## src/hw/rtl/deq_pkg.sv

```systemverilog
`timescale 1ns / 1ps
package deq_pkg;

  localparam int CAPACITY_DEF   = 64;
  localparam int DATA_WIDTH_DEF = 32;

  localparam int OP_W  = 3;
  localparam int POS_W = 6;
  localparam int VAL_W = 32;
  localparam int OCC_W = 7;
  localparam int ST_W  = 2;

  typedef enum logic [OP_W-1:0] {
    OP_PUSH_BACK  = 3'd0,
    OP_PUSH_FRONT = 3'd1,
    OP_POP_BACK   = 3'd2,
    OP_POP_FRONT  = 3'd3,
    OP_READ       = 3'd4,
    OP_WRITE      = 3'd5,
    OP_INSERT     = 3'd6,
    OP_ERASE      = 3'd7
  } op_t;

  typedef enum logic [ST_W-1:0] {
    ST_OK    = 2'd0,
    ST_FULL  = 2'd1,
    ST_EMPTY = 2'd2,
    ST_RANGE = 2'd3
  } status_t;

  // Logical index that feeds the store address.
  typedef enum logic [2:0] {
    AS_POS,
    AS_CNT,
    AS_CNT_M1,
    AS_HEAD,
    AS_HEAD_M1,
    AS_IDX,
    AS_IDX_M1,
    AS_IDX_P1
  } addr_sel_t;

  typedef enum logic {
    WD_IN,
    WD_RAM
  } wd_sel_t;

  typedef enum logic [1:0] {
    VS_ZERO,
    VS_RAM,
    VS_SAVED
  } val_sel_t;

  typedef struct packed {
    logic      load;
    logic      rd_en;
    logic      wr_en;
    addr_sel_t addr_sel;
    wd_sel_t   wd_sel;
    logic      idx_load_count;
    logic      idx_load_pos;
    logic      idx_inc;
    logic      idx_dec;
    logic      head_inc;
    logic      head_dec;
    logic      cnt_inc;
    logic      cnt_dec;
    logic      save;
    logic      emit;
    val_sel_t  val_sel;
  } cmd_t;

  typedef struct packed {
    op_t  op;
    logic err;
    logic idx_at_pos;
    logic idx_at_last;
  } stat_t;

endpackage

```

## src/hw/rtl/deq_ram.sv

```systemverilog
`timescale 1ns / 1ps
module deq_ram #(
  parameter int WIDTH = deq_pkg::DATA_WIDTH_DEF,
  parameter int DEPTH = deq_pkg::CAPACITY_DEF
) (
  input  logic                     clk,
  input  logic                     wr_en,
  input  logic [$clog2(DEPTH)-1:0] wr_addr,
  input  logic [WIDTH-1:0]         wr_data,
  input  logic                     rd_en,
  input  logic [$clog2(DEPTH)-1:0] rd_addr,
  output logic [WIDTH-1:0]         rd_data
);

  logic [WIDTH-1:0] mem_r [DEPTH];
  logic [WIDTH-1:0] rd_data_r;

  always_ff @(posedge clk) begin
    if (wr_en) begin
      mem_r[wr_addr] <= wr_data;
    end
    if (rd_en) begin
      rd_data_r <= mem_r[rd_addr];
    end
  end

  assign rd_data = rd_data_r;

endmodule

```

## src/hw/rtl/deq_ctrl.sv

```systemverilog
`timescale 1ns / 1ps
module deq_ctrl (
  input  logic           clk,
  input  logic           rst_n,
  input  logic           start,
  output logic           busy,
  input  deq_pkg::stat_t stat,
  output deq_pkg::cmd_t  cmd,
  output logic           out_valid
);

  typedef enum logic [2:0] {
    S_IDLE,
    S_DECODE,
    S_RD_WAIT,
    S_INS_LOOP,
    S_INS_WR,
    S_ERS_LOOP,
    S_ERS_WR
  } state_t;

  state_t state_r, state_nxt;
  logic   out_valid_r;

  always_comb begin
    cmd       = '0;
    state_nxt = state_r;
    unique case (state_r)
      S_IDLE: begin
        if (start) begin
          cmd.load  = 1'b1;
          state_nxt = S_DECODE;
        end
      end
      S_DECODE: begin
        state_nxt = S_IDLE;
        if (stat.err) begin
          cmd.emit    = 1'b1;
          cmd.val_sel = deq_pkg::VS_ZERO;
        end else begin
          unique case (stat.op)
            deq_pkg::OP_PUSH_BACK: begin
              cmd.wr_en    = 1'b1;
              cmd.addr_sel = deq_pkg::AS_CNT;
              cmd.wd_sel   = deq_pkg::WD_IN;
              cmd.cnt_inc  = 1'b1;
              cmd.emit     = 1'b1;
            end
            deq_pkg::OP_PUSH_FRONT: begin
              cmd.wr_en    = 1'b1;
              cmd.addr_sel = deq_pkg::AS_HEAD_M1;
              cmd.wd_sel   = deq_pkg::WD_IN;
              cmd.head_dec = 1'b1;
              cmd.cnt_inc  = 1'b1;
              cmd.emit     = 1'b1;
            end
            deq_pkg::OP_POP_BACK: begin
              cmd.rd_en    = 1'b1;
              cmd.addr_sel = deq_pkg::AS_CNT_M1;
              state_nxt    = S_RD_WAIT;
            end
            deq_pkg::OP_POP_FRONT: begin
              cmd.rd_en    = 1'b1;
              cmd.addr_sel = deq_pkg::AS_HEAD;
              state_nxt    = S_RD_WAIT;
            end
            deq_pkg::OP_READ: begin
              cmd.rd_en    = 1'b1;
              cmd.addr_sel = deq_pkg::AS_POS;
              state_nxt    = S_RD_WAIT;
            end
            deq_pkg::OP_WRITE: begin
              cmd.wr_en    = 1'b1;
              cmd.addr_sel = deq_pkg::AS_POS;
              cmd.wd_sel   = deq_pkg::WD_IN;
              cmd.emit     = 1'b1;
            end
            deq_pkg::OP_INSERT: begin
              cmd.idx_load_count = 1'b1;
              state_nxt          = S_INS_LOOP;
            end
            deq_pkg::OP_ERASE: begin
              cmd.rd_en        = 1'b1;
              cmd.addr_sel     = deq_pkg::AS_POS;
              cmd.idx_load_pos = 1'b1;
              state_nxt        = S_RD_WAIT;
            end
            default: begin
              cmd.emit = 1'b1;
            end
          endcase
        end
      end
      S_RD_WAIT: begin
        state_nxt = S_IDLE;
        unique case (stat.op)
          deq_pkg::OP_POP_BACK: begin
            cmd.emit    = 1'b1;
            cmd.val_sel = deq_pkg::VS_RAM;
            cmd.cnt_dec = 1'b1;
          end
          deq_pkg::OP_POP_FRONT: begin
            cmd.emit     = 1'b1;
            cmd.val_sel  = deq_pkg::VS_RAM;
            cmd.head_inc = 1'b1;
            cmd.cnt_dec  = 1'b1;
          end
          deq_pkg::OP_ERASE: begin
            cmd.save  = 1'b1;
            state_nxt = S_ERS_LOOP;
          end
          default: begin
            cmd.emit    = 1'b1;
            cmd.val_sel = deq_pkg::VS_RAM;
          end
        endcase
      end
      S_INS_LOOP: begin
        // Shift done: drop the new element into the gap.
        if (stat.idx_at_pos) begin
          cmd.wr_en    = 1'b1;
          cmd.addr_sel = deq_pkg::AS_IDX;
          cmd.wd_sel   = deq_pkg::WD_IN;
          cmd.cnt_inc  = 1'b1;
          cmd.emit     = 1'b1;
          state_nxt    = S_IDLE;
        end else begin
          cmd.rd_en    = 1'b1;
          cmd.addr_sel = deq_pkg::AS_IDX_M1;
          state_nxt    = S_INS_WR;
        end
      end
      S_INS_WR: begin
        cmd.wr_en    = 1'b1;
        cmd.addr_sel = deq_pkg::AS_IDX;
        cmd.wd_sel   = deq_pkg::WD_RAM;
        cmd.idx_dec  = 1'b1;
        state_nxt    = S_INS_LOOP;
      end
      S_ERS_LOOP: begin
        if (stat.idx_at_last) begin
          cmd.cnt_dec = 1'b1;
          cmd.emit    = 1'b1;
          cmd.val_sel = deq_pkg::VS_SAVED;
          state_nxt   = S_IDLE;
        end else begin
          cmd.rd_en    = 1'b1;
          cmd.addr_sel = deq_pkg::AS_IDX_P1;
          state_nxt    = S_ERS_WR;
        end
      end
      S_ERS_WR: begin
        cmd.wr_en    = 1'b1;
        cmd.addr_sel = deq_pkg::AS_IDX;
        cmd.wd_sel   = deq_pkg::WD_RAM;
        cmd.idx_inc  = 1'b1;
        state_nxt    = S_ERS_LOOP;
      end
      default: begin
        state_nxt = S_IDLE;
      end
    endcase
  end

  always_ff @(posedge clk) begin
    if (!rst_n) begin
      state_r     <= S_IDLE;
      out_valid_r <= 1'b0;
    end else begin
      state_r     <= state_nxt;
      out_valid_r <= cmd.emit;
    end
  end

  assign busy      = (state_r != S_IDLE);
  assign out_valid = out_valid_r;

endmodule

```

## src/hw/rtl/deq_dp.sv

```systemverilog
`timescale 1ns / 1ps
module deq_dp #(
  parameter int CAPACITY   = deq_pkg::CAPACITY_DEF,
  parameter int DATA_WIDTH = deq_pkg::DATA_WIDTH_DEF
) (
  input  logic                        clk,
  input  logic                        rst_n,
  input  logic [deq_pkg::OP_W-1:0]    in_opcode,
  input  logic [deq_pkg::POS_W-1:0]   in_position,
  input  logic [deq_pkg::VAL_W-1:0]   in_value_in,
  input  deq_pkg::cmd_t               cmd,
  output deq_pkg::stat_t              stat,
  output logic [deq_pkg::VAL_W-1:0]   out_value_out,
  output logic [deq_pkg::OCC_W-1:0]   out_occupancy,
  output logic [deq_pkg::ST_W-1:0]    out_status
);

  localparam int AW = $clog2(CAPACITY);
  localparam int CW = $clog2(CAPACITY + 1);
  localparam int PW = (CW > deq_pkg::POS_W) ? CW : deq_pkg::POS_W;
  localparam int SW = PW + 1;

  localparam logic [AW-1:0] HEAD_MAX = AW'(CAPACITY - 1);
  localparam logic [CW-1:0] CAP_CNT  = CW'(CAPACITY);
  localparam logic [SW-1:0] CAP_SUM  = SW'(CAPACITY);

  deq_pkg::op_t     op_r;
  deq_pkg::status_t err_code;
  deq_pkg::status_t out_status_r;
  logic [PW-1:0]    pos_r;
  logic [DATA_WIDTH-1:0] val_r, saved_r, wr_data, ram_rdata;
  logic [AW-1:0]    head_r, head_nxt, head_dec, addr;
  logic [CW-1:0]    count_r, count_nxt;
  logic [PW-1:0]    idx_r, idx_nxt, cnt_ext, logical;
  logic [SW-1:0]    slot_sum, slot_wrap;
  logic [deq_pkg::VAL_W-1:0] value_sel, out_value_r;
  logic [deq_pkg::OCC_W-1:0] out_occ_r;
  logic             full, empty;

  assign cnt_ext = PW'(count_r);
  assign full    = (count_r == CAP_CNT);
  assign empty   = (count_r == '0);

  always_comb begin
    err_code = deq_pkg::ST_OK;
    unique case (op_r)
      deq_pkg::OP_PUSH_BACK, deq_pkg::OP_PUSH_FRONT: begin
        if (full) err_code = deq_pkg::ST_FULL;
      end
      deq_pkg::OP_POP_BACK, deq_pkg::OP_POP_FRONT: begin
        if (empty) err_code = deq_pkg::ST_EMPTY;
      end
      deq_pkg::OP_READ, deq_pkg::OP_WRITE, deq_pkg::OP_ERASE: begin
        if (pos_r >= cnt_ext) err_code = deq_pkg::ST_RANGE;
      end
      deq_pkg::OP_INSERT: begin
        priority if (full) err_code = deq_pkg::ST_FULL;
        else if (pos_r > cnt_ext) err_code = deq_pkg::ST_RANGE;
        else err_code = deq_pkg::ST_OK;
      end
      default: err_code = deq_pkg::ST_OK;
    endcase
  end

  assign stat.op          = op_r;
  assign stat.err         = (err_code != deq_pkg::ST_OK);
  assign stat.idx_at_pos  = (idx_r == pos_r);
  assign stat.idx_at_last = ((idx_r + PW'(1)) == cnt_ext);

  // Logical index to physical slot: head plus index, wrapped once.
  always_comb begin
    unique case (cmd.addr_sel)
      deq_pkg::AS_POS:    logical = pos_r;
      deq_pkg::AS_CNT:    logical = cnt_ext;
      deq_pkg::AS_CNT_M1: logical = cnt_ext - PW'(1);
      deq_pkg::AS_IDX:    logical = idx_r;
      deq_pkg::AS_IDX_M1: logical = idx_r - PW'(1);
      deq_pkg::AS_IDX_P1: logical = idx_r + PW'(1);
      default:            logical = '0;
    endcase
  end

  assign slot_sum  = SW'(head_r) + SW'(logical);
  assign slot_wrap = (slot_sum >= CAP_SUM) ? (slot_sum - CAP_SUM) : slot_sum;
  assign head_dec  = (head_r == '0) ? HEAD_MAX : (head_r - AW'(1));
  assign addr      = (cmd.addr_sel == deq_pkg::AS_HEAD_M1) ? head_dec : AW'(slot_wrap);

  assign wr_data = (cmd.wd_sel == deq_pkg::WD_RAM) ? ram_rdata : val_r;

  deq_ram #(
    .WIDTH (DATA_WIDTH),
    .DEPTH (CAPACITY)
  ) u_deq_ram (
    .clk     (clk),
    .wr_en   (cmd.wr_en),
    .wr_addr (addr),
    .wr_data (wr_data),
    .rd_en   (cmd.rd_en),
    .rd_addr (addr),
    .rd_data (ram_rdata)
  );

  always_comb begin
    head_nxt = head_r;
    if (cmd.head_dec) begin
      head_nxt = head_dec;
    end else if (cmd.head_inc) begin
      head_nxt = (head_r == HEAD_MAX) ? '0 : (head_r + AW'(1));
    end
  end

  always_comb begin
    count_nxt = count_r;
    if (cmd.cnt_inc) begin
      count_nxt = count_r + CW'(1);
    end else if (cmd.cnt_dec) begin
      count_nxt = count_r - CW'(1);
    end
  end

  always_comb begin
    idx_nxt = idx_r;
    priority if (cmd.idx_load_count) idx_nxt = cnt_ext;
    else if (cmd.idx_load_pos) idx_nxt = pos_r;
    else if (cmd.idx_inc) idx_nxt = idx_r + PW'(1);
    else if (cmd.idx_dec) idx_nxt = idx_r - PW'(1);
    else idx_nxt = idx_r;
  end

  always_comb begin
    unique case (cmd.val_sel)
      deq_pkg::VS_RAM:   value_sel = deq_pkg::VAL_W'(ram_rdata);
      deq_pkg::VS_SAVED: value_sel = deq_pkg::VAL_W'(saved_r);
      default:           value_sel = '0;
    endcase
  end

  always_ff @(posedge clk) begin
    if (!rst_n) begin
      head_r  <= '0;
      count_r <= '0;
    end else begin
      head_r  <= head_nxt;
      count_r <= count_nxt;
    end
  end

  always_ff @(posedge clk) begin
    idx_r <= idx_nxt;
    if (cmd.load) begin
      op_r  <= deq_pkg::op_t'(in_opcode);
      pos_r <= PW'(in_position);
      val_r <= DATA_WIDTH'(in_value_in);
    end
    if (cmd.save) begin
      saved_r <= ram_rdata;
    end
    if (cmd.emit) begin
      out_value_r  <= value_sel;
      out_occ_r    <= deq_pkg::OCC_W'(count_nxt);
      out_status_r <= err_code;
    end
  end

  assign out_value_out = out_value_r;
  assign out_occupancy = out_occ_r;
  assign out_status    = out_status_r;

endmodule

```

## src/hw/rtl/double_ended_queue_unit.sv

```systemverilog
`timescale 1ns / 1ps
// Double-ended queue unit: a fixed-capacity deque held in a circular RAM.
// Command channel: drive in_opcode, in_position and in_value_in with start;
// the command is taken on a clock edge where start is high and busy is low.
// Busy stays high until the command has finished, so one command runs at a
// time. Each command gives one result: out_valid pulses for one cycle with
// out_value_out, out_occupancy and out_status. There is no backpressure, so
// the consumer must capture the result in that cycle.
// Push, write, and any command rejected with an error status finish from the
// decode state; pop and read first wait for the registered RAM read. Insert
// shifts (occupancy - position) elements before writing the new one; erase
// reads the element at the position, then shifts (occupancy - position - 1)
// elements down before giving it back.
// Busy drops in the cycle out_valid rises, so a new command may follow at
// once. Insert and erase move one element at a time through the single
// RAM (read the neighbor, then write it back one slot over).
// Reset (rst_n low, synchronous) empties the queue and returns the head to
// slot zero; RAM contents are not cleared, and none is read before written.
module double_ended_queue_unit #(
  parameter int CAPACITY   = deq_pkg::CAPACITY_DEF,
  parameter int DATA_WIDTH = deq_pkg::DATA_WIDTH_DEF
) (
  input  logic                      clk,
  input  logic                      rst_n,
  input  logic                      start,
  output logic                      busy,
  input  logic [deq_pkg::OP_W-1:0]  in_opcode,
  input  logic [deq_pkg::POS_W-1:0] in_position,
  input  logic [deq_pkg::VAL_W-1:0] in_value_in,
  output logic                      out_valid,
  output logic [deq_pkg::VAL_W-1:0] out_value_out,
  output logic [deq_pkg::OCC_W-1:0] out_occupancy,
  output logic [deq_pkg::ST_W-1:0]  out_status
);

  deq_pkg::cmd_t  cmd;
  deq_pkg::stat_t stat;

  deq_ctrl u_deq_ctrl (
    .clk       (clk),
    .rst_n     (rst_n),
    .start     (start),
    .busy      (busy),
    .stat      (stat),
    .cmd       (cmd),
    .out_valid (out_valid)
  );

  deq_dp #(
    .CAPACITY   (CAPACITY),
    .DATA_WIDTH (DATA_WIDTH)
  ) u_deq_dp (
    .clk           (clk),
    .rst_n         (rst_n),
    .in_opcode     (in_opcode),
    .in_position   (in_position),
    .in_value_in   (in_value_in),
    .cmd           (cmd),
    .stat          (stat),
    .out_value_out (out_value_out),
    .out_occupancy (out_occupancy),
    .out_status    (out_status)
  );

endmodule

```

## config.mk

```make
export PLATFORM = sky130hd
export DESIGN_NAME = double_ended_queue_unit
export DESIGN_NICKNAME = d
export VERILOG_FILES = /design/src/hw/rtl/deq_pkg.sv /design/src/hw/rtl/deq_ram.sv /design/src/hw/rtl/deq_ctrl.sv /design/src/hw/rtl/deq_dp.sv /design/src/hw/rtl/double_ended_queue_unit.sv
export SDC_FILE = /design/constraint.sdc
export NUM_CORES = 2
export LEC_CHECK = 0
export BUFFER_PORTS_ARGS = -buffer_cell sky130_fd_sc_hd__buf_4
export CORE_MARGIN = 1
export CORE_UTILIZATION = 25
export CTS_BUF_LIST = sky130_fd_sc_hd__clkbuf_4
export DETAILED_ROUTE_END_ITERATION = 7
export PLACE_DENSITY_LB_ADDON = 0.15
export SYNTH_ARGS = -nofsm -noshare
export SYNTH_HDL_FRONTEND = slang
export SYNTH_SLANG_ARGS = --single-unit
export TNS_END_PERCENT = 5
```

## constraint.sdc

```tcl
create_clock -name clk -period 18 [get_ports clk]
set_input_delay 0 -clock clk [delete_from_list [all_inputs] [get_ports clk]]
set_output_delay 0 -clock clk [all_outputs]
set_load 0.01 [all_outputs]
```

; ---- Yosys cells after proc, flatten, opt, wreduce, memory -nomap -nowiden
; Memories as Yosys holds them, arrays and structs flattened. A register that Yosys moved wholly into a read port is not among the register bits.
; Cells that the tools add are included.
[classes]
n_lt_le_gt_ge = 3
div_mod_pow = 0
reduce_logical = 15
n_eq_ne = 26
bitwise_logic = 0
mul = 0
shifts = 0
add_sub_neg = 8
muxes = 66
[ops]
columns = operator, count
row1 = one-hot mux 32 bit (2 select lines), 1
row2 = two-way mux 7 bit, 6
row3 = one-hot mux 7 bit (6 select lines), 1
row4 = two-way mux 6 bit, 6
row5 = "== test 3 bit, second input constant", 11
row6 = two-way mux 32 bit, 1
row7 = two-way mux 3 bit, 8
row8 = one-hot mux 3 bit (4 select lines), 2
row9 = two-way mux 1 bit, 23
row10 = one-hot mux 3 bit (7 select lines), 1
row11 = "== test 3 x 2 -> 1 bit, second input constant", 5
row12 = "adder 7 x 1 -> 7 bit, second input constant", 2
row13 = two-way mux 2 bit, 7
row14 = "subtractor 7 x 1 -> 7 bit, second input constant", 2
row15 = "subtractor 6 x 1 -> 6 bit, second input constant", 2
row16 = "== test 3 x 1 -> 1 bit, second input constant", 3
row17 = zero test 3 bit, 3
row18 = adder 6 x 7 -> 8 bit, 1
row19 = "greater-or-equal comparator 8 x 7 -> 1 bit, second input constant", 1
row20 = two-way mux 8 bit, 1
row21 = one-hot mux 2 bit (2 select lines), 2
row22 = one-hot mux 2 bit (4 select lines), 1
row23 = == test 7 x 6 -> 1 bit, 1
row24 = == test 7 bit, 1
row25 = other kinds (19), 26
[word_totals]
rom_bits = 0
memories = 1
reg_bits = 138
ramBits = 2048
in_bits = 44
latchBits = 0
[mem_list]
columns = memory, depth, width, rd, rd_ports_with_merged_regs, wr, line_no
row1 = u_deq_dp.u_deq_ram.mem_r, 64, 32, 1, 1, 1, deq_ram.sv:15  ; logic [WIDTH-1:0] mem_r [DEPTH];

; ---- Depth between registers and ports, before layout
[logic_depth]
ltp_word = 13
mapped_depth = 28
ltp_nobuf = 23

; ---- Cells and area by module
; Synthesis repeated with hierarchy kept, for this count alone.
[unflattened]
cells_unflattened = 3967
area_unflattened_um2 = 86177.7
[modules_own_cells]
columns = module, seq_area_each_um2, instances, cells_per_inst, area_each_um2
row1 = deq_ram, 62459.9, 1, 3324, 78833.1
row2 = deq_dp, 3893.7, 1, 568, 6815.3
row3 = deq_ctrl, 80.1, 1, 75, 529.3

; ---- Worst setup path after synthesis
; Ideal clock, no wire load.
[synth_path]
kind = register to register
startpoint = register u_deq_dp.idx_r[1]
endpoint = memory u_deq_dp.u_deq_ram.mem_r[57][0] in the netlist's numbering, enable pin
stages_incl_launch_ff = 21
path_buffers = 5
period_less_slack_ps = 6806
arrival_ps = 6385
setup_time_ps = 421
path_slack_ps = 11194
required_ps = 17579
cell_sequence = edfxtp_1 -> ha_1 -> nand3_2 -> or4_1 -> o21a_1 -> o311a_1 -> clkbuf_1 -> nor3_1 -> a21oi_1 -> a221o_1 -> ha_1 -> fa_1 -> xnor2_1 -> mux2i_1 -> buf_2 -> a21oi_2 -> buf_2 -> buf_1 -> buf_2 -> nand2_1 -> nor2_1
[synth_via]
elab_chain_len = 10
word_cells_on_any_way = 24
classes_between = 4 x add/sub / 1 x order compare / 8 x eq/ne / 10 x mux / 1 x reduce/logical
[synth_rtl]
columns = item, line_no
row1 = from (decl), deq_dp.sv:34  ; logic [PW-1:0] idx_r, idx_nxt, cnt_ext, logical;
row2 = from (signal assigned), deq_dp.sv:149  ; idx_r <= idx_nxt;
row3 = adder 7 x 1 -> 7 bit, "deq_dp.sv:68, deq_dp.sv:78"
row4 = == test 7 bit, deq_dp.sv:68  ; assign stat.idx_at_last = ((idx_r + PW'(1)) == cnt_ext);
row5 = two-way mux 3 bit, deq_ctrl.sv:141  ; if (stat.idx_at_last) begin
row6 = one-hot mux 3 bit (4 select lines), deq_ctrl.sv:28  ; unique case (state_r)
row7 = == test 3 bit (tied with other cells), deq_dp.sv:72  ; unique case (cmd.addr_sel)
row8 = one-hot mux 7 bit (6 select lines), deq_dp.sv:72
row9 = adder 6 x 7 -> 8 bit, deq_dp.sv:83  ; assign slot_sum = SW'(head_r) + SW'(logical);
row10 = greater-or-equal comparator 8 x 7 -> 1 bit / subtractor 6 x 1 -> 6 bit (equally long branches), deq_dp.sv:84  ; assign slot_wrap = (slot_sum >= CAP_SUM) ? (slot_sum - CAP_SUM) : slot_sum;
row11 = two-way mux 6 bit, deq_dp.sv:84
row12 = two-way mux 6 bit, deq_dp.sv:86  ; assign addr = (cmd.addr_sel == deq_pkg::AS_HEAD_M1) ? head_dec : AW'(slot_wrap);
row13 = to (decl), deq_ram.sv:15
; Parallel ways exist; a longest one is shown, timed or not.

; ---- Worst setup path in the final report
[layout_path]
startpoint = register u_deq_dp.idx_r[0]
endpoint = memory u_deq_dp.u_deq_ram.mem_r[36][5] in the netlist's numbering, enable pin
; Same word-level chain as after synthesis.

==> results.sh <==
export IMPL_grt_pass1_vias=54583
export IMPL_met2_usage=0.3034
export IMPL_cap_violations=2
export IMPL_layout_common_cells="edfxtp_1 (2201), clkbuf_4 (935), nand2_1 (698)"
export IMPL_busiest_layer="met2"
export IMPL_multi_input_area_sq_um=16860
export IMPL_layout_min_cycle_time_ns=8.895
export IMPL_cp_required_ns=18.90
export IMPL_clk_latency_ns=1.34
export IMPL_path_max_fanout=79
export IMPL_synth_async_reset_ratio=0
export IMPL_nets=5968
export IMPL_final_hold_viol_count=0
export IMPL_synth_cells=5238
export IMPL_worst_slew_pin_transition_ns=1.479
export IMPL_grt_first_pass_wirelength_microns=445600
export IMPL_dp_hpwl_microns=168900
export IMPL_grt_overflow=0
export IMPL_final_max_slew_viol_count=0
export IMPL_use_met1=0.2584
export IMPL_power_density_nw_per_um2=119.7
export IMPL_ys_warn_count=0
export IMPL_die_h_microns=582.0
export IMPL_finalCritPeriodShare=0.4942
export IMPL_synth_distinct_cells=78
export IMPL_rr_startpoint="u_deq_dp.idx_r[0]"
export IMPL_max_slew_margin=0.01194
export IMPL_synth_seq_area_share=0.7900
export IMPL_clkTransAtPathRegs_ns=0.06
export IMPL_hold_class="primary input to flip-flop"
export IMPL_design_core_area_sq_um=334000
export IMPL_numCtsBuffers=626
export IMPL_peakVddDrop_v=0.00004899
export IMPL_die_area_sq_um=338700
export IMPL_rows=212
export IMPL_finalHoldWorstSlack_ns=0.3528
export IMPL_ios=87
export IMPL_gr_usage_all_layers=0.1870
export IMPL_cts_resized=0
export IMPL_seq_area_sq_um=66430
export IMPL_critPathKind="flip-flop to flip-flop"
export IMPL_mostFrequentLayoutCell="edfxtp_1"
export IMPL_htree_num_levels=6
export IMPL_ys_flop_type="edfxtp_1"
export IMPL_die_w_microns=582.0
export IMPL_met3_usage=0.03500
export IMPL_hold_path_endpoint="u_deq_ctrl.state_r[1]"
export IMPL_vias=53963
export IMPL_area_growth_syn_to_layout_pct=19.09
export IMPL_drt_iter0_drc=6113
export IMPL_n_fill_cell=33418
export IMPL_violations="DRC, capacitance limit"
export IMPL_routedWlPerCell_microns=30.27
export IMPL_post_synth_top_area_cell="edfxtp_1"
export IMPL_netlist_area_leader_share=0.7860
export IMPL_setup_viol=0
export IMPL_grt_max_degree=108
export IMPL_rr_worst_depth=18
export IMPL_cts_tree="done"
export IMPL_rsz0062_at_grt="no"
export IMPL_avgViaCountPerCell=5.024
export IMPL_r2r_end="u_deq_dp.u_deq_ram.mem_r[36][5]"
export IMPL_gp_congestion=0.7844
export IMPL_status="complete, but fails checks"
export IMPL_arrival_ns=9.80
export IMPL_hold_depth=5
export IMPL_avgSynthCellArea_sq_um=16.05
export IMPL_r2r_slack_ns=9.10
export IMPL_antenna_found_initial=18
export IMPL_initial_core_util=0.2518
export IMPL_finClkSkew_ns=0.1220
export IMPL_syn_nets=5304
export IMPL_ys_ff_latch=2218
export IMPL_cts_max_path_buffers=4
export IMPL_synth_enable_flop_cells=2201
export IMPL_drive_gt1_frac=0.2195
export IMPL_hold_path_startpoint="start"
export IMPL_cp_end_kind="flip-flop"
export IMPL_ys_top_cells_by_area="edfxtp_1 (79%), a221oi_1 (3.5%), nand2_1 (3.1%)"
export IMPL_routed_wl_microns=325100
export IMPL_drc=2
export IMPL_cp_start_kind="flip-flop"
export IMPL_ant_nets=0
export IMPL_portBuffers=86
export IMPL_cellLeakagePower_nw=31.76
export IMPL_clkSinkCount=2218
export IMPL_fmax_ghz=0.1124
export IMPL_dr_pass1_iters=8
export IMPL_netlist_area_sq_um=84090
export IMPL_setup_tns_ns=0
export IMPL_cts_root_buffer="clkbuf_4"
-- critical path, stage by stage (launching register included) --
cell,delay [ns]
edfxtp_1,0.59
ha_1,0.29
nand3_2,0.13
or4_1,0.54
o21a_1,0.15
o311a_1,0.54
nor2_1,0.38
o21ai_0,0.13
a221o_1,0.36
ha_1,0.23
fa_1,0.43
xnor2_1,0.31
mux2_8,0.66
nor2_4,0.19
buf_4,0.52
buf_4,0.72
nand2_1,0.84
nor2_4,0.74
buf_4,0.55
-- metrics by stage --
step           setup WS, ns  std cells  utilization  instance area (sq um)  total power, mW
2_1_floorplan         11.19       5238            -                  84090            6.615
3_3_place_gp          8.545       9533       0.2723                  90930            7.373
3_5_place_dp          9.137       9534       0.2723                  90950            7.373
4_1_cts               9.102      10729       0.2998                 100100            12.12
5_1_grt               8.747      10736       0.2998                 100100            12.45
6_report              9.105      10741       0.2999                 100100            11.98
-- flip-flops by register name, summed over array words and instances, names as in the netlist --
name and count:
u_deq_dp.cnt_ext 7, u_deq_dp.pos_r 6, u_deq_dp.out_value_out 32, u_deq_dp.saved_r 32, u_deq_dp.out_occupancy 7, u_deq_dp.val_r 32, u_deq_ctrl.out_valid 1, u_deq_dp.out_status 2
u_deq_dp.idx_r 7, u_deq_dp.u_deq_ram.mem_r 2048, u_deq_ctrl.state_r 3, u_deq_dp.head_r 6, u_deq_dp.u_deq_ram.rd_data 32, u_deq_dp.op_r 3
-- kinds of logic (layout without fill, tap and decap cells) --
group           count (synthesis)  in the layout  share of synthesized area
xor+xnor                       31             31                   0.003229
compound gates               1325           1325                     0.1151
flops                        2218           2218                     0.7900
other cells                     0             12                          0
simple gates                 1200           1200                    0.06051
buf+inv                       370           1474                    0.01815
mux                            72             72                   0.009657
fa+ha+maj                      22             22                   0.003363
-- synth_stat cells, drive strengths merged, types with 28 or more instances --
cell	number
a221o	39
mux2i	35
a222oi	94
edfxtp	2201
a31oi	37
nand3	152
clkbuf	154
nor2	198
a311oi	29
a22oi	189
a22o	28
nand2	703
a221oi	338
o21ai	62
mux2	33
nand4	42
buf	197
a21oi	381
-- per-layer routing --
layer,vias up,wire length [microns]
li1,22873,-
met1,28580,145000
met2,2147,152700
met3,363,21860
met4,0,5523
met5,-,0
-- area by class of cell --
class / instances / area share
sequential: 2218 / 0.6634
multi-input combinational: 2650 / 0.1683
clock buffer: 935 / 0.07009
tap: 4387 / 0.05481
timing repair buffer: 387 / 0.03368
clock inverter: 133 / 0.008683
inverter: 19 / 0.0007122
antenna: 12 / 0.0002999
-- worst max path at each step --
stage,startpoint,to,cells past startpoint
floorplan,u_deq_dp.idx_r[1],u_deq_dp.u_deq_ram.mem_r[57][0],20
global placement,u_deq_dp.idx_r[0],u_deq_dp.u_deq_ram.rd_data[17],20
detailed placement,u_deq_dp.idx_r[0],u_deq_dp.u_deq_ram.mem_r[36][10],18
CTS,u_deq_dp.idx_r[0],u_deq_dp.u_deq_ram.mem_r[36][5],18
global route,u_deq_dp.idx_r[0],u_deq_dp.u_deq_ram.mem_r[36][30],18
finish,u_deq_dp.idx_r[0],u_deq_dp.u_deq_ram.mem_r[36][5],18
-- power by group --
group	internal [mW]	switching, mW	total, mW
clock network	2.51	2.18	4.69
registers	5.75	0.0366	5.79
logic	0.383	1.12	1.50
total	8.65	3.34	12.0
-- repair_timing --
item,4_1_cts,5_1_grt
endpoints found under the hold margin,99,0
setup buffers,0,0
hold buffers,127,0
endpoints found under the setup margin,0,0
Power figures use the tool's default switching activity.
